`src/b32e_pkg.sv`:
```
// ----------------------------------------------------------------------------
// b32e_pkg
// Types and constants shared by the base32 encoder front end, run queue,
// symbol back end and top level.
// ----------------------------------------------------------------------------
package b32e_pkg;

   // Symbol counter width and the width used to compare it with the limit
   localparam int COUNT_WIDTH = 16;
   localparam int LIMIT_WIDTH = 16;
   localparam int CMP_WIDTH   = (COUNT_WIDTH > LIMIT_WIDTH) ? COUNT_WIDTH : LIMIT_WIDTH;

   // Alphabet: 32 characters of 8 bits in four 64-bit words
   localparam int WORD_WIDTH    = 64;
   localparam int NUM_WORDS     = 4;
   localparam int SYM_WIDTH     = 5;
   localparam int CHAR_WIDTH    = 8;
   localparam int MAX_SYMS      = 3;
   localparam int CSR_IDX_WIDTH = 3;

   // Run queue depth
   localparam int QUEUE_DEPTH = 2;

   // Register indexes of the write port
   localparam logic [CSR_IDX_WIDTH-1:0] CSR_ALPHABET_0 = 3'd0;
   localparam logic [CSR_IDX_WIDTH-1:0] CSR_ALPHABET_1 = 3'd1;
   localparam logic [CSR_IDX_WIDTH-1:0] CSR_ALPHABET_2 = 3'd2;
   localparam logic [CSR_IDX_WIDTH-1:0] CSR_ALPHABET_3 = 3'd3;
   localparam logic [CSR_IDX_WIDTH-1:0] CSR_OUT_LIMIT  = 3'd4;

   localparam logic [LIMIT_WIDTH-1:0] OUT_LIMIT_RESET = 16'hFFFF;

   // One run of symbols caused by one input byte
   typedef struct packed {
      logic [MAX_SYMS-1:0][SYM_WIDTH-1:0] sym;
      logic [1:0]                         num;
      logic [MAX_SYMS-1:0]                msg_end;
   } run_type;

   // Head of the run queue as seen by the back end
   typedef struct packed {
      logic    valid;
      run_type run;
   } head_type;

endpackage

```
`src/base32_encoder_custom_alphabet_core.sv`:
```
// Path: a transferred byte's run is written into the run queue, then its first symbol is
// loaded into the result register, from which it can be popped.
// Throughput: bytes enter one per cycle while the two-run queue has room; symbols leave one
// per cycle while the consumer pops, and a byte yields up to 3 symbols (1.6 on average).
// The symbol back end, one alphabet lookup per cycle, sets the sustained rate.
// Reset: synchronous; clears the message state, the queue, the result valid bit and the
// alphabet (to zero) and sets the symbol limit to 65535.
// ----------------------------------------------------------------------------
// base32_encoder_custom_alphabet_core
// Streaming base32 encoder with a software-loaded 32-character alphabet and a
// per-message symbol limit.
// ----------------------------------------------------------------------------
module base32_encoder_custom_alphabet_core (
   input  logic                                     clock,
   input  logic                                     reset,
   input  logic                                     req_push,
   output logic                                     req_full,
   input  logic [7:0]                               req_data_byte,
   input  logic                                     req_final_byte,
   output logic                                     rsp_empty,
   input  logic                                     rsp_pop,
   output logic [7:0]                               rsp_symbol_char,
   output logic                                     rsp_run_end,
   output logic                                     rsp_message_end,
   input  logic                                     csr_write_en,
   input  logic [b32e_pkg::CSR_IDX_WIDTH-1:0]       csr_index,
   input  logic [b32e_pkg::WORD_WIDTH-1:0]          csr_wdata
);

   logic [b32e_pkg::NUM_WORDS-1:0][b32e_pkg::WORD_WIDTH-1:0] alphabet_ff, alphabet_in;
   logic [b32e_pkg::LIMIT_WIDTH-1:0]                        limit_ff, limit_in;

   logic                 accept;
   logic                 run_push;
   b32e_pkg::run_type    run_data;
   b32e_pkg::head_type   head;
   logic                 head_pop;
   logic                 queue_full;

   // Configuration registers
   always_comb begin
      alphabet_in = alphabet_ff;
      limit_in    = limit_ff;
      if (csr_write_en) begin
         unique case (csr_index)
            b32e_pkg::CSR_ALPHABET_0: alphabet_in[0] = csr_wdata;
            b32e_pkg::CSR_ALPHABET_1: alphabet_in[1] = csr_wdata;
            b32e_pkg::CSR_ALPHABET_2: alphabet_in[2] = csr_wdata;
            b32e_pkg::CSR_ALPHABET_3: alphabet_in[3] = csr_wdata;
            b32e_pkg::CSR_OUT_LIMIT:  limit_in       = csr_wdata[b32e_pkg::LIMIT_WIDTH-1:0];
            default: ;
         endcase
      end
   end

   always_ff @(posedge clock) begin
      if (reset) begin
         alphabet_ff <= '0;
         limit_ff    <= b32e_pkg::OUT_LIMIT_RESET;
      end else begin
         alphabet_ff <= alphabet_in;
         limit_ff    <= limit_in;
      end
   end

   // Input transfer
   assign req_full = queue_full;
   assign accept   = req_push && !queue_full;

   b32e_front u_front (
      .clock      (clock),
      .reset      (reset),
      .accept     (accept),
      .data_byte  (req_data_byte),
      .final_byte (req_final_byte),
      .out_limit  (limit_ff),
      .run_push   (run_push),
      .run_data   (run_data)
   );

   b32e_queue u_queue (
      .clock     (clock),
      .reset     (reset),
      .push      (run_push),
      .push_data (run_data),
      .pop       (head_pop),
      .head      (head),
      .full      (queue_full)
   );

   b32e_back u_back (
      .clock           (clock),
      .reset           (reset),
      .head            (head),
      .alphabet        (alphabet_ff),
      .rsp_pop         (rsp_pop),
      .head_pop        (head_pop),
      .rsp_empty       (rsp_empty),
      .rsp_symbol_char (rsp_symbol_char),
      .rsp_run_end     (rsp_run_end),
      .rsp_message_end (rsp_message_end)
   );

endmodule

```
`src/b32e_front.sv`:
```
// ----------------------------------------------------------------------------
// b32e_front
// Takes message bytes, splits them into 5-bit groups with the leftover bits,
// applies the per-message symbol limit and pushes at most one run per byte.
// ----------------------------------------------------------------------------
module b32e_front (
   input  logic                                clock,
   input  logic                                reset,
   input  logic                                accept,
   input  logic [7:0]                          data_byte,
   input  logic                                final_byte,
   input  logic [b32e_pkg::LIMIT_WIDTH-1:0]    out_limit,
   output logic                                run_push,
   output b32e_pkg::run_type                   run_data
);

   logic [3:0]                          leftover_bits_ff, leftover_bits_in;
   logic [2:0]                          leftover_count_ff, leftover_count_in;
   logic [b32e_pkg::COUNT_WIDTH-1:0]    count_ff, count_in;

   logic [11:0]                         acc;
   logic [2:0]                          cnt;
   logic [3:0]                          total;
   logic [3:0]                          t1;
   logic [3:0]                          t2;
   logic [3:0]                          rem;
   logic [3:0]                          rest;
   logic [4:0]                          pad;
   logic [b32e_pkg::MAX_SYMS-1:0][4:0]  syms;
   logic [1:0]                          n;
   logic [b32e_pkg::COUNT_WIDTH-1:0]    c;
   logic [b32e_pkg::CMP_WIDTH-1:0]      lim;
   logic                                stop;
   logic [1:0]                          e;
   logic [b32e_pkg::MAX_SYMS-1:0]       last;

   // Split the bit stream into groups
   always_comb begin
      acc   = {leftover_bits_ff, data_byte};
      cnt   = (leftover_count_ff > 3'd4) ? 3'd4 : leftover_count_ff;
      total = {1'b0, cnt} + 4'd8;
      t1    = total - 4'd5;
      t2    = total - 4'd10;
      syms  = '0;
      syms[0] = 5'(acc >> t1);
      if (total >= 4'd10) begin
         syms[1] = 5'(acc >> t2);
         rem     = t2;
         n       = 2'd2;
      end else begin
         rem = t1;
         n   = 2'd1;
      end
      rest = 4'(acc & ((12'd1 << rem) - 12'd1));
      pad  = 5'({1'b0, rest} << (4'd5 - rem));
      // Flush a partial group on the final byte
      if (final_byte && rem != 4'd0) begin
         syms[n] = pad;
         n       = n + 2'd1;
      end
   end

   // Apply the symbol limit one symbol at a time
   always_comb begin
      c    = count_ff;
      lim  = b32e_pkg::CMP_WIDTH'(out_limit);
      stop = 1'b0;
      e    = 2'd0;
      last = '0;
      for (int k = 0; k < b32e_pkg::MAX_SYMS; k++) begin
         if (2'(k) < n && !stop) begin
            if (b32e_pkg::CMP_WIDTH'(c) >= lim) begin
               stop = 1'b1;
            end else begin
               if (c != '1) begin
                  c = c + 1'b1;
               end
               last[k] = (b32e_pkg::CMP_WIDTH'(c) >= lim) ||
                         (final_byte && 2'(k) == n - 2'd1);
               e = e + 2'd1;
            end
         end
      end
   end

   // Next message state
   always_comb begin
      leftover_bits_in  = leftover_bits_ff;
      leftover_count_in = leftover_count_ff;
      count_in          = count_ff;
      if (accept) begin
         if (final_byte) begin
            leftover_bits_in  = '0;
            leftover_count_in = '0;
            count_in          = '0;
         end else begin
            leftover_bits_in  = rest;
            leftover_count_in = rem[2:0];
            count_in          = c;
         end
      end
   end

   always_ff @(posedge clock) begin
      if (reset) begin
         leftover_bits_ff  <= '0;
         leftover_count_ff <= '0;
         count_ff          <= '0;
      end else begin
         leftover_bits_ff  <= leftover_bits_in;
         leftover_count_ff <= leftover_count_in;
         count_ff          <= count_in;
      end
   end

   // Push a run when at least one symbol survives the limit
   assign run_push         = accept && (e != 2'd0);
   assign run_data.sym     = syms;
   assign run_data.num     = e;
   assign run_data.msg_end = last;

endmodule

```
`src/b32e_queue.sv`:
```
// ----------------------------------------------------------------------------
// b32e_queue
// Short run queue between the front end and the symbol back end.
// ----------------------------------------------------------------------------
module b32e_queue (
   input  logic                clock,
   input  logic                reset,
   input  logic                push,
   input  b32e_pkg::run_type   push_data,
   input  logic                pop,
   output b32e_pkg::head_type  head,
   output logic                full
);

   b32e_pkg::run_type  entry_ff [b32e_pkg::QUEUE_DEPTH];
   logic               wr_ptr_ff, wr_ptr_in;
   logic               rd_ptr_ff, rd_ptr_in;
   logic [1:0]         fill_ff, fill_in;
   logic               do_pop;

   assign full   = (fill_ff == 2'(b32e_pkg::QUEUE_DEPTH));
   assign do_pop = pop && (fill_ff != 2'd0);

   // Advance pointers and fill level
   always_comb begin
      wr_ptr_in = push ? !wr_ptr_ff : wr_ptr_ff;
      rd_ptr_in = do_pop ? !rd_ptr_ff : rd_ptr_ff;
      fill_in   = fill_ff + (push ? 2'd1 : 2'd0) - (do_pop ? 2'd1 : 2'd0);
   end

   always_ff @(posedge clock) begin
      if (reset) begin
         wr_ptr_ff <= 1'b0;
         rd_ptr_ff <= 1'b0;
         fill_ff   <= '0;
      end else begin
         wr_ptr_ff <= wr_ptr_in;
         rd_ptr_ff <= rd_ptr_in;
         fill_ff   <= fill_in;
      end
   end

   // Store the pushed run
   always_ff @(posedge clock) begin
      if (push) begin
         entry_ff[wr_ptr_ff] <= push_data;
      end
   end

   assign head.valid = (fill_ff != 2'd0);
   assign head.run   = entry_ff[rd_ptr_ff];

endmodule

```
`src/b32e_back.sv`:
```
// ----------------------------------------------------------------------------
// b32e_back
// Walks the queue head's run one symbol per cycle while the result register
// is free or draining, maps each symbol through the alphabet and holds it there.
// ----------------------------------------------------------------------------
module b32e_back (
   input  logic                                                     clock,
   input  logic                                                     reset,
   input  b32e_pkg::head_type                                       head,
   input  logic [b32e_pkg::NUM_WORDS*b32e_pkg::WORD_WIDTH-1:0]      alphabet,
   input  logic                                                     rsp_pop,
   output logic                                                     head_pop,
   output logic                                                     rsp_empty,
   output logic [b32e_pkg::CHAR_WIDTH-1:0]                          rsp_symbol_char,
   output logic                                                     rsp_run_end,
   output logic                                                     rsp_message_end
);

   logic [1:0]                         idx_ff, idx_in;
   logic                               out_valid_ff, out_valid_in;
   logic [b32e_pkg::CHAR_WIDTH-1:0]    char_ff, char_in;
   logic                               run_end_ff, run_end_in;
   logic                               msg_end_ff, msg_end_in;
   logic                               load;
   logic                               last;
   logic [b32e_pkg::SYM_WIDTH-1:0]     sym;

   // Load from a valid head whenever the result register is free or draining
   assign load = head.valid && (!out_valid_ff || rsp_pop);
   assign last = (idx_ff == head.run.num - 2'd1);
   assign sym  = head.run.sym[idx_ff];

   always_comb begin
      idx_in       = idx_ff;
      out_valid_in = out_valid_ff;
      char_in      = char_ff;
      run_end_in   = run_end_ff;
      msg_end_in   = msg_end_ff;
      if (rsp_pop) begin
         out_valid_in = 1'b0;
      end
      if (load) begin
         out_valid_in = 1'b1;
         char_in      = alphabet[{sym, 3'b000} +: b32e_pkg::CHAR_WIDTH];
         run_end_in   = last;
         msg_end_in   = head.run.msg_end[idx_ff];
         idx_in       = last ? 2'd0 : idx_ff + 2'd1;
      end
   end

   always_ff @(posedge clock) begin
      if (reset) begin
         idx_ff       <= '0;
         out_valid_ff <= 1'b0;
      end else begin
         idx_ff       <= idx_in;
         out_valid_ff <= out_valid_in;
      end
   end

   // Result payload
   always_ff @(posedge clock) begin
      char_ff    <= char_in;
      run_end_ff <= run_end_in;
      msg_end_ff <= msg_end_in;
   end

   assign head_pop        = load && last;
   assign rsp_empty       = !out_valid_ff;
   assign rsp_symbol_char = char_ff;
   assign rsp_run_end     = run_end_ff;
   assign rsp_message_end = msg_end_ff;

endmodule
```
`config.mk`:
```
export PLATFORM = sky130hd
export DESIGN_NAME = base32_encoder_custom_alphabet_core
export DESIGN_NICKNAME = d
export VERILOG_FILES = /design/src/b32e_pkg.sv /design/src/base32_encoder_custom_alphabet_core.sv /design/src/b32e_front.sv /design/src/b32e_queue.sv /design/src/b32e_back.sv
export SDC_FILE = /design/constraint.sdc
export NUM_CORES = 1
export LEC_CHECK = 0
export BUFFER_PORTS_ARGS = -buffer_cell sky130_fd_sc_hd__buf_2
export CORE_ASPECT_RATIO = 0.5
export CORE_MARGIN = 2
export CORE_UTILIZATION = 60
export DETAILED_ROUTE_END_ITERATION = 7
export PLACE_DENSITY = 0.88
export RECOVER_POWER = 100
export SLEW_MARGIN = 20
export SYNTH_ARGS = -nofsm -noshare
export SYNTH_HDL_FRONTEND = slang
export SYNTH_SLANG_ARGS = --single-unit
```
`constraint.sdc`:
```
create_clock -name clock -period 19.5 [get_ports clock]
set_clock_uncertainty 0.05 [all_clocks]
set_input_delay 1.95 -clock clock [delete_from_list [all_inputs] [get_ports clock]]
set_output_delay 1.95 -clock clock [all_outputs]
set_load 0.01 [all_outputs]
```
Word-level counts from Yosys, hierarchy flattened
Memories as Yosys holds them, arrays and structs flattened. A register that Yosys moved wholly into a read port is not among the register bits.
Cells that the tools add are included.
{ "op_classes": {"n_eq_ne": 11, "n_lt_le_gt_ge": 14, "add_sub_neg": 16, "shifts": 5, "n_bitwise": 1, "mux": 56, "n_reduce_logical": 33} }
{ "op_table": {"columns": ["cell", "count"], "rows": [
  ["16-bit two-way mux", 16],
  ["256-bit by 9-bit variable part select with 8-bit output", 1],
  ["16-bit greater-or-equal comparator", 6],
  ["16-bit by 1-bit adder with 16-bit output, second input constant", 3],
  ["16-bit inequality test, second input constant", 3],
  ["12-bit by 4-bit right shift with 5-bit output", 2],
  ["1-bit two-way mux", 20],
  ["2-bit two-way mux", 8],
  ["15-bit bitwise mux", 1],
  ["15-bit two-way mux", 1],
  ["5-bit two-way mux", 3],
  ["1-bit logical AND", 12],
  ["5-bit binary-select mux with 2-bit select", 1],
  ["5-bit demux with 2-bit select", 1],
  ["2-bit AND reduction", 5],
  ["2-bit by 1-bit adder with 2-bit output, second input constant", 4],
  ["4-bit two-way mux", 2],
  ["3-bit by 2-bit equality test with 1-bit output, second input constant", 2],
  ["1-bit logical NOT", 6],
  ["2-bit by 3-bit < comparator with 1-bit output, second input constant", 2],
  ["3-bit two-way mux", 2],
  ["2-bit nonzero test", 3],
  ["4-bit by 4-bit << shifter with 5-bit output", 1],
  ["3-bit by 4-bit adder with 4-bit output, second input constant", 1],
  ["25 further kinds", 30]
]} }
{ "totals": {"mem_count": 1, "mem_bits_rw": 40, "input_bits": 81, "ff_bits": 312} }
{ "memory_table": {"columns": ["memory", "depth", "word_bits", "read_ports", "rd_ports_with_merged_regs", "write_ports", "line_no", "source"], "rows": [
  ["u_queue.entry_ff", 2, 20, 1, 1, 1, "b32e_queue.sv:15", "b32e_pkg::run_type entry_ff [b32e_pkg::QUEUE_DEPTH];"]
]} }

Depth between registers and ports, before layout
Gate-level depths: netlist (run 1).
{ "logic_depth": {"ltp_word": 26, "depth_mapped": 53} }

Hierarchy
A second synthesis (run 1) with hierarchy kept.
{ "hier_totals": {"cells_unflattened": 2240, "area_unflattened_um2": 22220.1} }
{ "modules_own_cells": {"columns": ["module", "cells_per_inst", "area_each_um2", "seq_area_each_um2", "instances"], "rows": [
  ["base32_encoder_custom_alphabet_core", 974, 10696.5, 5445.2, 1],
  ["b32e_front", 843, 6422.4, 460.4, 1],
  ["b32e_back", 338, 3422.0, 360.3, 1],
  ["b32e_queue", 85, 1679.1, 1301.2, 1]
]} }

Worst setup path after synthesis (run 1)
OpenSTA, ideal clock, no wires.
{ "synth_path": {"kind": "reg2reg", "start": "reg u_front.leftover_count_ff[0]", "end": "mem u_queue.entry_ff[0][2] (netlist name), data pin", "required_time_ps": 19179, "setup_slack_ps": 10131, "setup_time_ps": 271, "stages_incl_launch_ff": 49, "t_arrival_ps": 9047, "cell_sequence": "dfxtp_1 -> clkbuf_1 -> nor2b_1 -> buf_1 -> inv_1 -> ha_1 -> clkbuf_1 -> nor2b_1 -> nand3_1 -> a21oi_1 -> nand2b_1 -> clkbuf_1 -> ha_1 -> nand2_1 -> nand3_1 -> a21oi_1 -> buf_2 -> buf_2 -> [... 13 more ...] -> nand2_1 -> a21oi_1 -> o21ai_1 -> nor4_2 -> mux2_2 -> ha_1 -> a21o_1 -> a21o_1 -> a21oi_1 -> nor2b_1 -> o21ai_0 -> nand2b_1 -> a21oi_1 -> nor2b_1 -> o21ai_0 -> a21oi_1 -> o31ai_1 -> a211oi_1"} }
{ "synth_lines": {"columns": ["element", "line_no", "source"], "rows": [
  ["start, declared", "b32e_front.sv:18", "logic [2:0] leftover_count_ff, leftover_count_in;"],
  ["start signal, assigned", "b32e_front.sv:111", "leftover_count_ff <= leftover_count_in;"],
  ["end, declared", "b32e_queue.sv:15", null]
]} }

==> metrics list, run 1 <==
- The die is 134.2 µm tall.
* EDFF count, synth: 50
- Gate family responsible for the most delay along the worst path: simple AND/OR/NAND/NOR gates
- Of the cells placed in the final design, the portion with a size suffix greater than 1 is approximately 8%.
- Measured against its own limit, the worst slew margin works out to -218.9%.
* Delay of the slowest cell on the worst path: 0.89 ns
- Category of the worst setup path launch point: register
* Largest net degree at the start of global routing: roughly 110
* Tightest Pin Transition: 4.783 ns
- After Yosys synthesis, XOR and XNOR cells account for 2.584% of the synthesized area.
* Area after detailed placement: 20870 µm²
- Summing all multi-input logic gate instances after layout gives around 12000 µm².
- For this run, the post-layout net count is between 2000 and 3000.
- From left edge to right edge, the die measures 264.3 µm.
* Crit path time final: approximately 12 ns
- Summing the areas of all and, or, nand and nor instances in the mapped netlist gives between 20% and 30% of the synthesized area.
- The initial utilization of the core area, before any placement, comes to 61.20%.
- Post-CTS Setup Inserts: 0
* Ratio of total power to cell area: 107.3 nW/µm²
* H-tree lvl count: 1
- Buffers plus inverters on the worst setup path: 4
* Via total after detailed routing: roughly 19000
- Violated checks: capacitance limit, slew limit
- FMAX: between 80 and 90 MHz
- Final Wtd Congestion: roughly 0.97
* Number of port buffers: just over 90
- Vias in the first global route: 17410
* Post-detailed-placement half-perimeter wirelength: slightly below 40000 µm
* Proportion of synthesized flip-flops having asynchronous set or reset: 0%
- Minimum hold slack: approximately 0.40 ns
- Setup violations remaining at the end of the flow were counted as 0.
- Crit path setup slack, layout: 7.637 ns
- Total negative slack for setup checks: 0 ns
* Area Growth Syn to Fin: 7.132%
- In this run, post-CTS repair resized a total of 0 instances.
* Seq/Total Area, Yosys: between 30% and 40%
- Count of endpoints failing hold in the final timing report: 0
- The clock passes through at most 3 buffers.
- Remaining routing DRC violations: 0
- Clock tree from TritonCTS: yes
* Post-synthesis cell type count: between 90 and 100
- After the flow finishes, the layout carries non-filler instances totaling just over 3000.
- Data on the critical path is required at its endpoint by between 15 and 20 ns.
- Total global routing overflow: 0
- In this run, synthesis produced a sequential element count of around 350.
* Crit. End Element: register
- Max-slew violation total from the final report: 492
- Across the VDD grid, the largest voltage drop is a little over 100 µV.
- Class of the tightest hold or removal check: reg -> reg
- The worst setup path is of the reg -> reg kind.
* Count of antenna-violating nets left after detailed routing: 0
- The final critical path takes up between 60% and 70% of the cycle.
* Leak pwr: roughly 8.3 nW
* Overall global routing resource usage: 32.48%
- Placement Rows: 47
- The number of antenna violations at the first check in global routing is 6.
- Layout filler cell count: 2712
- Averaged over all synthesized cells, the footprint is between 7 and 8 µm².
- Routed Wire Length: just under 60000 µm
* Finished layout cell area: about 22000 µm²
- Once placement completed, the tool counted placed cells totaling roughly 3000.
- The sequential cells in the finished layout cover a total of ~7600 µm².
- RSZ-0062 raised after global routing: no
- Compound-Gate Fraction of Synth Area: 20.96%
* Number of top-level pins: slightly above 90
* Clock transition at the registers of the reported paths: roughly 0.070 ns
- Outcome: finished with violations
- Dividing the detail-routed wire length by the instance count gives 19.30 µm.
* Warnings from Yosys: 0
- TritonCTS Sinks: 353
- After floorplanning, the core was sized to cover 33230 µm².
* Adder-cell share of the synthesized area: 6.523%
- In this run, CTS created clock tree buffers numbering 31.
- After technology mapping, the gate count stands at between 2000 and 3000.
- After synthesis, the largest family of logic cells by area is simple AND/OR/NAND/NOR gates.
- Clock insertion delay at the later pin of the skew report: approximately 0.59 ns
- Data arrival time of the worst path: about 12 ns
* Most frequent cell on the critical path: sky130_fd_sc_hd__a21oi_1
- Clock Root Buffer: sky130_fd_sc_hd__clkbuf_16
- For this run, the detailed router's first-pass iteration total came to 6.
- Timing analysis after detailed placement gives a worst setup slack of 8.540 ns.
- Dividing the detail-routed via count by the number of cells gives roughly 6.3.
- Most used DFF post-synth: sky130_fd_sc_hd__dfxtp_1
* Crit Path Max Fanout: 18
- Die footprint: between 30000 and 40000 µm²
- Slowest stage cell on the critical path: sky130_fd_sc_hd__nor4_1
* Max capacitance violation total: 6
- First-pass GRT wire length: approximately 93000 µm
- Measured against the total synthesized area, the mux share comes to ~3.5%.
* Hold buffer count at cts: 0
- DRC marker count from the first detailed-route iteration: roughly 2700
- Area of the mapped netlist: between 20000 and 25000 µm²
## metrics by stage
stage	total power, W	utilization, %
6_report	0.002337	65.56
5_1_grt	0.002436	65.55
4_1_cts	0.002317	65.80
3_5_place_dp	0.001705	62.82
3_3_place_gp	0.001698	62.82
2_1_floorplan	0.001433	-
## layer usage
layer / GRT usage (%) / vias to the layer above / part of all wire (%)
li1: - / 9068 / -
met1: 44.36 / 8912 / 41
met2: 52.19 / 1004 / 45
met3: 5.122 / 141 / 9.9
met4: 12.44 / 2 / 3.7
met5: 0 / - / 0.020
## report_power, final
group	internal, W	switching, W
combinational	0.000267	0.000619
sequential	0.000804	0.0000331
clock	0.000333	0.000281
## cells by family (layout without fill, tap and decap cells)
logic type               Yosys count  after routing
AO/OA/AOI/OAI                    680            680
XOR/XNOR                          60             60
adder cells (fa/ha/maj)          106            106
buffers and inverters            240            220
flip-flops                       353            353
multiplexers                      52             52
other                              1             12
AND/OR/NAND/NOR                 1133           1133
## worst reg2reg max path: cells and delay by family (launching register included)
family                   cells  cell delay (ns)
adder cells (fa/ha/maj)      5             1.76
flip-flops                   1             0.72
AO/OA/AOI/OAI               16             3.62
AND/OR/NAND/NOR             16             4.19
multiplexers                 1             0.42
buffers and inverters        4             0.81
## registers in the layout, summed over array words and instances (netlist names), named ones only
| name | count |
|---|---|
| u_queue.fill_ff | 2 |
| u_front.leftover_bits_ff | 4 |
| u_back.rsp_run_end | 1 |
| u_back.rsp_symbol_char | 8 |
| u_queue.wr_ptr_ff | 1 |
| alphabet_ff | 256 |
| u_queue.rd_ptr_ff | 1 |
| u_front.count_ff | 16 |
| u_back.idx_ff | 2 |
| u_queue.entry_ff | 40 |
| u_back.rsp_message_end | 1 |
| limit_ff | 16 |
| u_front.leftover_count_ff | 3 |
| u_back.out_valid_ff | 1 |
## cell type report
class / instances / share of cell area (%)
Multi-Input combinational cell: 2037 / 54.54
Tap cell: 441 / 2.533
Antenna cell: 6 / 0.06893
Sequential cell: 353 / 34.74
Timing Repair Buffer: 115 / 2.711
Inverter: 51 / 0.8788
Clock buffer: 47 / 4.130
Clock inverter: 7 / 0.4021
## final timing paths
kind	start	to	slack [ns]	cells past startpoint
hold / removal	alphabet_ff[186]$_SDFFE_PP0P_	alphabet_ff[186]$_SDFFE_PP0P_	0.40	2
setup reg to reg	u_front.leftover_count_ff[0]$_SDFFE_PP0P_	u_queue.entry_ff[1][2]$_DFFE_PP_	7.64	42
setup / recovery	u_front.leftover_count_ff[0]$_SDFFE_PP0P_	u_queue.entry_ff[1][2]$_DFFE_PP_	7.64	42
hold reg to reg	alphabet_ff[186]$_SDFFE_PP0P_	alphabet_ff[186]$_SDFFE_PP0P_	0.40	2
## synthesized netlist by cell type, types with 6 or more instances
master                     count  area (µm²)
sky130_fd_sc_hd__dfxtp_1     303        6066
sky130_fd_sc_hd__a21o_1       28       210.2
sky130_fd_sc_hd__nor2b_1      17       106.4
sky130_fd_sc_hd__mux2i_1      24       240.2
sky130_fd_sc_hd__o21a_1       11       82.58
sky130_fd_sc_hd__a211oi_1    100       750.7
sky130_fd_sc_hd__nand4_1       9       56.30
sky130_fd_sc_hd__nor2_1       88       330.3
sky130_fd_sc_hd__ha_1        106        1326
sky130_fd_sc_hd__nor3_1       36       180.2
sky130_fd_sc_hd__a21oi_1     340        1702
sky130_fd_sc_hd__nand3b_1     18       135.1
sky130_fd_sc_hd__xor2_1       20       175.2
sky130_fd_sc_hd__and3_1       14       87.58
sky130_fd_sc_hd__nand2_1     772        2898
sky130_fd_sc_hd__o31ai_1      10       75.07
sky130_fd_sc_hd__a31oi_1      37       231.5
sky130_fd_sc_hd__or3_1         6       37.54
sky130_fd_sc_hd__xnor2_1      40       350.3
sky130_fd_sc_hd__o21ai_0      42       210.2
sky130_fd_sc_hd__buf_2        12       60.06
sky130_fd_sc_hd__nand2b_1     19       118.9
sky130_fd_sc_hd__mux2_2       12       135.1
sky130_fd_sc_hd__inv_1        49       183.9
sky130_fd_sc_hd__mux4_2       14       315.3
sky130_fd_sc_hd__buf_1        23       86.33
sky130_fd_sc_hd__a311oi_1     32       280.3
sky130_fd_sc_hd__clkbuf_1    152       570.6
sky130_fd_sc_hd__nand3_1      34       170.2
sky130_fd_sc_hd__o21ai_1      14       70.07
sky130_fd_sc_hd__o211ai_1      9       67.56
sky130_fd_sc_hd__edfxtp_1     50        1501
sky130_fd_sc_hd__and2_1       78       488.0
sky130_fd_sc_hd__and4_1        6       52.55
## cells in the final DEF (no fill, tap or decap), types with 9 or more instances in the layout
cell type and count:
sky130_fd_sc_hd__o31ai_1 10, sky130_fd_sc_hd__edfxtp_1 50, sky130_fd_sc_hd__o211ai_1 9, sky130_fd_sc_hd__a211oi_1 100
sky130_fd_sc_hd__ha_1 106, sky130_fd_sc_hd__nand2_1 771, sky130_fd_sc_hd__inv_1 49, sky130_fd_sc_hd__o21ai_0 49
sky130_fd_sc_hd__nand3b_1 18, sky130_fd_sc_hd__a21o_1 27, sky130_fd_sc_hd__nor3_1 36, sky130_fd_sc_hd__buf_2 79
sky130_fd_sc_hd__nor2b_1 17, sky130_fd_sc_hd__a21oi_1 336, sky130_fd_sc_hd__mux2i_1 24, sky130_fd_sc_hd__o21a_1 11
sky130_fd_sc_hd__clkbuf_16 31, sky130_fd_sc_hd__a311oi_1 32, sky130_fd_sc_hd__buf_4 16, sky130_fd_sc_hd__nand3_1 34
sky130_fd_sc_hd__dfxtp_1 303, sky130_fd_sc_hd__nor2_1 87, sky130_fd_sc_hd__a31oi_1 37, sky130_fd_sc_hd__and3_1 13
sky130_fd_sc_hd__nand4_1 9, sky130_fd_sc_hd__mux4_2 14, sky130_fd_sc_hd__clkbuf_1 29, sky130_fd_sc_hd__xor2_1 20
sky130_fd_sc_hd__xnor2_1 40, sky130_fd_sc_hd__nand2b_1 19, sky130_fd_sc_hd__and2_1 75
(Power assumes the default switching activity.)
==> run 2, diff against run 1 <==
Clock period 19.5 ns to 11.35 ns, I/O delays scaled along.
==> metrics list, run 2 (same netlist as run 1, synthesis figures left out) <==
- Violated checks: capacitance limit, slew limit
- Clock transition at the registers of the reported paths: 0.07 ns (about the same)
* Count of antenna-violating nets left after detailed routing: 0 (unchanged)
- Area after detailed placement: 20870 µm² (about the same)
- The final standard cell area without fillers came to 22000 µm² (+0.98%).
- Launch point of the worst path: u_front.leftover_count_ff[2]$_SDFFE_PP0P_
* Effective utilization at floorplan: 61.20% (unchanged)
- The total buffers and inverters traversed by the critical path is 1 (-3).
* Placement Rows: 47 (unchanged)
- Max capacitance violation total: 6 (unchanged)
* Total negative slack for setup checks: 0 ns (unchanged)
* First-pass GRT wire length: 94410 µm (+1.6%)
- The number of DRC markers in iteration 0 is 2648 (-2.0%).
- Most common cell after layout, fill and taps aside: sky130_fd_sc_hd__nand2_1
- The signal arrival time at the worst endpoint is 10.72 ns (-1.41 ns).
- The post-route fraction of the period consumed by the critical path was 92.67% (+32 points).
* Number of iterations in the first detailed-routing pass: 6 (unchanged)
- Die footprint: 35470 µm² (unchanged)
- The register with the most flip-flops in the final layout is alphabet_ff.
- Area Growth Syn to Fin: 8.178%
- The total leakage power is 8.419 nW (+1.2%).
- The run finished, with violations left.
- Number of port buffers: 92 (unchanged)
- The area inside the core boundary is 33230 µm² (unchanged).
* Antenna violations before repair: 8 (+2)
- Ratio of total power to cell area: 189.5 nW/µm² (+77%)
- By instance count, the cell type seen most on the critical path is sky130_fd_sc_hd__a21oi_1.
- Crit path time final: 10.52 ns (-1.345 ns)
* Nets: 2778 (+0.072%)
* Category of the worst setup path launch point: register
- The number of buffers inserted by hold repair at cts is 0 (unchanged).
- Largest net degree at the start of global routing: 111 (+3.7%)
* Worst path required time: 11.56 ns (-8.21 ns)
- The number of placed I/O pins was 93 (unchanged).
- Post-detailed-route via-to-cell ratio: 6.338 (+1.3%)
* Post-detailed-placement half-perimeter wirelength: 38310 µm (-0.29%)
* Remaining routing DRC violations: 0 (unchanged)
- The total power after layout is 0.004169 W (+78%).
* Routed len/inst: 19.45 µm (+0.76%)
* Via total after detailed routing: 19427 (+1.6%)
- The delay of the slowest critical-path stage is 0.73 ns (-0.16 ns).
* Height of the die: 134.2 µm (unchanged)
* Layout filler cell count: 2698 (-0.52%)
- TritonCTS Sinks: 353 (unchanged)
- The maximum fanout encountered on the critical timing path is 18 (unchanged).
- Clock insertion delay at the later pin of the skew report: 0.55 ns (-0.04 ns)
- The final count of negative-setup-slack endpoints is 0 (unchanged).
- The leftover overflow at the end of global routing was 0 (unchanged).
- Kind of critical path: reg -> reg
- Share of the core filled with cells: 66.20% (+0.64 points)
- For this design, the slowest cell found on the critical path is sky130_fd_sc_hd__dfxtp_1.
- Worst slew margin: -213.8% (+5.0 points)
- The die outline width came to 264.3 µm (unchanged).
- The non-filler instance count after layout is 3065 (+0.26%).
- Total CTS buffers: 34 (+9.7%)
- Clock Root Buffer: sky130_fd_sc_hd__clkbuf_16
- Share of final-layout standard cells stronger than drive strength 1: 8.295% (+0.52 points)
- Routed Wire Length: 59610 µm (+1.0%)
* Commonest cells after routing, fill and taps aside: 771 x sky130_fd_sc_hd__nand2_1, 336 x sky130_fd_sc_hd__a21oi_1, 302 x sky130_fd_sc_hd__dfxtp_1, 106 x sky130_fd_sc_hd__ha_1, 100 x sky130_fd_sc_hd__a211oi_1
- The worst vdd rail ir drop came to 208.3 µV (+110%).
* RSZ-0062 raised after global routing: no
* Crit. End Element: register
* Number of flip-flops in the largest register: 256 (unchanged)
- The CTS H-tree depth came to 2 (+1).
- FMAX: 95.08 MHz (+13%)
- Worst Hold Launch: alphabet_ff[250]$_SDFFE_PP0P_
* R2R Path Start: u_front.leftover_count_ff[2]$_SDFFE_PP0P_
- Gate family responsible for the most delay along the worst path: simple AND/OR/NAND/NOR gates
- The maximum buffer depth of the clock tree is 3 (unchanged).
- Count of endpoints failing hold in the final timing report: 0 (unchanged)
* Vias in the first global route: 18065 (+3.8%)
- Top Registers: alphabet_ff (256), u_queue.entry_ff (40)
- Class of the tightest hold or removal check: reg -> reg
- The transition time at the pin with the least slew margin is 4.708 ns (-0.07558 ns).
- The weighted congestion reported at the end of routability-driven placement was 0.9718 (+0.66%).
- The buffers inserted during post-CTS setup optimization came to 0 (unchanged).
* Number of placed instances with taps included: 2996 (-0.033%)
- TritonCTS built the clock tree.
* Overall global routing resource usage: 32.93% (+0.46 points)
* Max-slew violation total from the final report: 434 (-12%)
-- run 2: cell count changes in the layout (fill, tap and decap cells not counted), sizes merged --
cell      before  now
diode          6    8
buf           95   97
bufinv         1    3
inv           54   55
clkinv         3    2
clkbuf        67   68
clkinvlp       0    1
-- run 2: worst reg2reg max path: cells and delay by family (launching register included) --
family	cells	cell delay (ns)
simple gates	16	3.36
mux	1	0.41
fa+ha+maj	5	1.72
flops	1	0.73
compound gates	17	3.35
buf+inv	1	0.19
xor+xnor	1	0.44
-- run 2: layout make-up --
| type | count | area (µm²) | area share (%) |
|---|---|---|---|
| Inverter | 51 | 191.4 | 0.8703 |
| Antenna cell | 8 | 20.02 | 0.09101 |
| Multi-Input combinational cell | 2037 | 11870 | 53.98 |
| Clock buffer | 51 | 1039 | 4.721 |
| Sequential cell | 353 | 7569 | 34.41 |
| Timing Repair Buffer | 114 | 594.3 | 2.702 |
| Clock inverter | 10 | 157.7 | 0.7167 |
| Tap cell | 441 | 551.8 | 2.509 |
-- run 2: what timing repair did --
action | in CTS | in global routing
hold endpoints to repair | 0 | 0
endpoints found under the setup margin | 0 | 2
gates resized for setup | 0 | 1
-- run 2: path summary, 6_finish.rpt --
| check | to | slack [ns] | cells after the start |
|---|---|---|---|
| setup / recovery | u_queue.entry_ff[0][2]$_DFFE_PP_ | 0.83 | 41 |
| hold / removal | alphabet_ff[250]$_SDFFE_PP0P_ | 0.40 | 2 |
| setup reg to reg | u_queue.entry_ff[0][2]$_DFFE_PP_ | 0.83 | 41 |
| hold reg to reg | alphabet_ff[250]$_SDFFE_PP0P_ | 0.40 | 2 |
-- run 2: layer usage --
metal / vias to the layer above / global-route usage, % / share of wire [%]
met3: 170 / 6.022 / 10
li1: 9070 / - / -
met1: 9161 / 43.85 / 41
met4: 0 / 13.38 / 3.5
met2: 1026 / 53.32 / 45
met5: - / 0 / 0
-- run 2: power by group --
part           internal, W  switching, W
Combinational     0.000447       0.00105
Clock             0.000712      0.000521
Sequential         0.00138     0.0000571
-- run 2: through the flow --
stage,hold WS (ns),worst slack (ns)
2_1_floorplan,0.3817,1.981
3_3_place_gp,0.3875,1.217
3_5_place_dp,0.3920,0.8854
4_1_cts,0.4006,0.8503
5_1_grt,0.4159,0.05743
6_report,0.4006,0.8325
==> run 3, diff against run 2 <==
Settings changed: BUFFER_PORTS_ARGS -buffer_cell sky130_fd_sc_hd__buf_2 to -buffer_cell sky130_fd_sc_hd__buf_4.
==> metrics list, run 3 (same netlist as run 1, synthesis figures left out) <==
- Largest net degree at the start of global routing: 112 (+0.90%)
* Most common cell after layout, fill and taps aside: sky130_fd_sc_hd__nand2_1
* Most frequent cell on the critical path: sky130_fd_sc_hd__a21oi_1
* Total CTS buffers: 31 (-8.8%)
- Clock tree from TritonCTS: yes
* Post-detailed-route via-to-cell ratio: 6.332 (about the same)
- Vias in the first global route: 18163 (+0.54%)
* DRC marker count from the first detailed-route iteration: 2614 (-1.3%)
- The chip height is 134.2 µm (unchanged).
* Clock insertion delay at the later pin of the skew report: 0.60 ns (+0.05 ns)
- Share of final-layout standard cells stronger than drive strength 1: 8.219% (-0.076 points)
- Number of port buffers: 92 (unchanged)
- Total global routing overflow: 0 (unchanged)
- Kind of critical path: reg -> reg
* Count of cells along the worst hold path: 2 (unchanged)
- Clock Path Buffers: 3 (unchanged)
* Category of the worst setup path launch point: register
- The standard-cell row count was 47 (unchanged).
- Clock transition at the registers of the reported paths: 0.07 ns (about the same)
- Total power draw: 0.004044 W (-3.0%)
- Count of antenna-violating nets left after detailed routing: 0 (unchanged)
- Overall global routing resource usage: 33.41% (+0.48 points)
- STA classifies the critical path endpoint as a register.
* Count of endpoints failing setup in the final report: 0 (unchanged)
- Hold buffer count at cts: 0 (unchanged)
- The detailed placement HPWL came to 39210 µm (+2.4%).
- RSZ-0062 raised after global routing: no
* R2R Path Start: u_front.leftover_count_ff[0]$_SDFFE_PP0P_
- Total negative slack for setup checks: 0 ns (unchanged)
* Data arrival time of the worst path: 10.71 ns (about the same)
* Crit Path Max Fanout: 20 (+2)
* Commonest cells after routing, fill and taps aside: 771 x sky130_fd_sc_hd__nand2_1, 335 x sky130_fd_sc_hd__a21oi_1, 303 x sky130_fd_sc_hd__dfxtp_1, 106 x sky130_fd_sc_hd__ha_1, 100 x sky130_fd_sc_hd__a211oi_1
* Buffers plus inverters on the worst setup path: 2 (+1)
- First-pass GRT wire length: 95760 µm (+1.4%)
- The count of clock tree sinks is 353 (unchanged).
- In this design, the largest share of critical-path delay is due to compound AO/OA/AOI/OAI gates.
* Antenna violations before repair: 1 (-7)
* Area Growth Syn to Fin: 8.362%
* Endpoint of the worst-slack reg-to-reg timing path: u_queue.entry_ff[0][2]$_DFFE_PP_
- The register-to-register setup slack was 0.91 ns (+0.07 ns).
- Top Registers: alphabet_ff (256), u_queue.entry_ff (40)
* Count of cells along the worst register-to-register path: 42 (+2.4%)
- More flip-flops sit in one register than any other, and that register is alphabet_ff.
* Nets: 2779 (+0.036%)
- The worst vdd rail ir drop is 170.8 µV (-18%).
* H-tree lvl count: 1 (-1)
- Crit share post-route: 92.03% (-0.64 points)
- FMAX: 95.74 MHz (+0.70%)
- Ratio of total power to cell area: 183.5 nW/µm² (-3.2%)
- The area inside the core boundary came to 33230 µm² (unchanged).
- The initial core utilization was 61.20% (unchanged).
- The max-cap check violation count was 5 (-1).
* Count of endpoints failing hold in the final timing report: 0 (unchanged)
- Leak pwr: 8.427 nW (about the same)
- Delay of the slowest cell on the worst path: 0.72 ns (about the same)
* Worst Hold Launch: alphabet_ff[253]$_SDFFE_PP0P_
- The remaining max-slew budget at the tightest pin is -186.3% (+28 points).
- The average wire per cell in the routed design was 19.74 µm (+1.5%).
- The transition time at the pin with the least slew margin came to 4.295 ns (-0.4126 ns).
- The shortest period the worst path allows was 10.44 ns (-0.07264 ns).
- Worst path required time: 11.61 ns (+0.05 ns)
- The final max-slew violation count came to 427 (-1.6%).
- The length of the first detailed-routing pass in iterations came to 6 (unchanged).
- Routed Wire Length: 60370 µm (+1.3%)
- Remaining routing DRC violations: 0 (unchanged)
- Horizontal die dimension: 264.3 µm (unchanged)
- Violated checks: capacitance limit, slew limit
- Clock Root Buffer: sky130_fd_sc_hd__clkbuf_16
- Slowest stage cell on the critical path: sky130_fd_sc_hd__dfxtp_1
* Number of top-level pins: 93 (unchanged)
- The path with the worst hold slack has its endpoint at alphabet_ff[253]$_SDFFE_PP0P_.
- The path class of the tightest hold or removal check is reg -> reg.
* Die footprint: 35470 µm² (unchanged)
* Final Wtd Congestion: 0.9575 (-1.5%)
- The via count was 19364 (-0.32%).
* Outcome: finished with violations
- Number of flip-flops in the largest register: 256 (unchanged)
[run 3: cell count changes in the layout (fill, tap and decap cells not counted), moves of 3 or more]
cell,previous run,this run
sky130_fd_sc_hd__buf_4,18,99
sky130_fd_sc_hd__buf_2,79,0
sky130_fd_sc_hd__diode_2,8,1
sky130_fd_sc_hd__clkbuf_16,37,31
sky130_fd_sc_hd__clkbuf_8,6,10
sky130_fd_sc_hd__bufinv_16,3,0
sky130_fd_sc_hd__inv_6,4,1
[run 3: through the flow]
step	setup WS, ns	hold WS (ns)	cell area (µm²)	cells	util (%)
5_1_grt	0.1643	0.4151	22030	3058	66.32
2_1_floorplan	1.981	0.3817	20350	2630	-
3_3_place_gp	1.148	0.3871	21120	3000	63.58
3_5_place_dp	0.8991	0.3925	21120	3000	63.58
4_1_cts	0.7594	0.4016	22130	3057	66.62
6_report	0.9052	0.3992	22030	3058	66.32
[run 3: final cells by class]
cell class	instances	area (µm²)
antenna	1	2.502
clock buffer	52	954.7
clock inverter	5	55.05
fill	2730	11190
inverter	51	191.4
multi-input combinational	2037	11890
sequential	353	7567
tap	441	551.8
timing repair buffer	118	820.8
[run 3: worst reg2reg max path, delay by kind of cell, from the launching register on]
kind                       cells  cell delay, ns
DFF                            1            0.72
AOI/OAI and AO/OA             17            3.29
xor gates and xnor gates       1            0.39
adders and majority gates      5            1.85
buffers and inverters          2            0.30
muxes                          1            0.41
and+or+nand+nor               16            3.16
[run 3: repair_timing]
action                     in CTS  in global routing
hold endpoints to repair        0                  0
setup endpoints to repair       0                  2
buffers inserted                0                  0
resized for setup               0                  1
[run 3: routing by layer]
metal  routed length (µm)  share of wire [%]  global-route usage (%)  vias up
met1                25530                 42                   45.67     9163
li1                     -                  -                       -     9055
met5                    0                  0                       0        -
met3                 5264                8.7                   5.049      163
met2                27150                 45                   53.42      983
met4                 2417                4.0                   13.70        0
[run 3: worst max path at each step]
stage / cells past startpoint / start / to / slack (ns)
after floorplan: 48 / u_front.leftover_count_ff[0]$_SDFFE_PP0P_ / u_queue.entry_ff[0][2]$_DFFE_PP_ / 1.98
after CTS: 42 / u_front.leftover_count_ff[0]$_SDFFE_PP0P_ / u_queue.entry_ff[0][2]$_DFFE_PP_ / 0.76
final: 42 / u_front.leftover_count_ff[0]$_SDFFE_PP0P_ / u_queue.entry_ff[0][2]$_DFFE_PP_ / 0.91
after global placement: 42 / u_front.leftover_count_ff[0]$_SDFFE_PP0P_ / u_queue.entry_ff[0][2]$_DFFE_PP_ / 1.15
after global routing: 42 / u_front.leftover_count_ff[0]$_SDFFE_PP0P_ / u_queue.entry_ff[1][2]$_DFFE_PP_ / 0.16
after detailed placement: 42 / u_front.leftover_count_ff[0]$_SDFFE_PP0P_ / u_queue.entry_ff[1][2]$_DFFE_PP_ / 0.90
[run 3: report_power, final]
part	internal (W)	leakage, nW	switching [W]
Sequential	0.00138	2.93	0.0000562
Combinational	0.000461	5.00	0.00107
Clock	0.000577	0.496	0.000499
Total	0.00242	8.43	0.00163
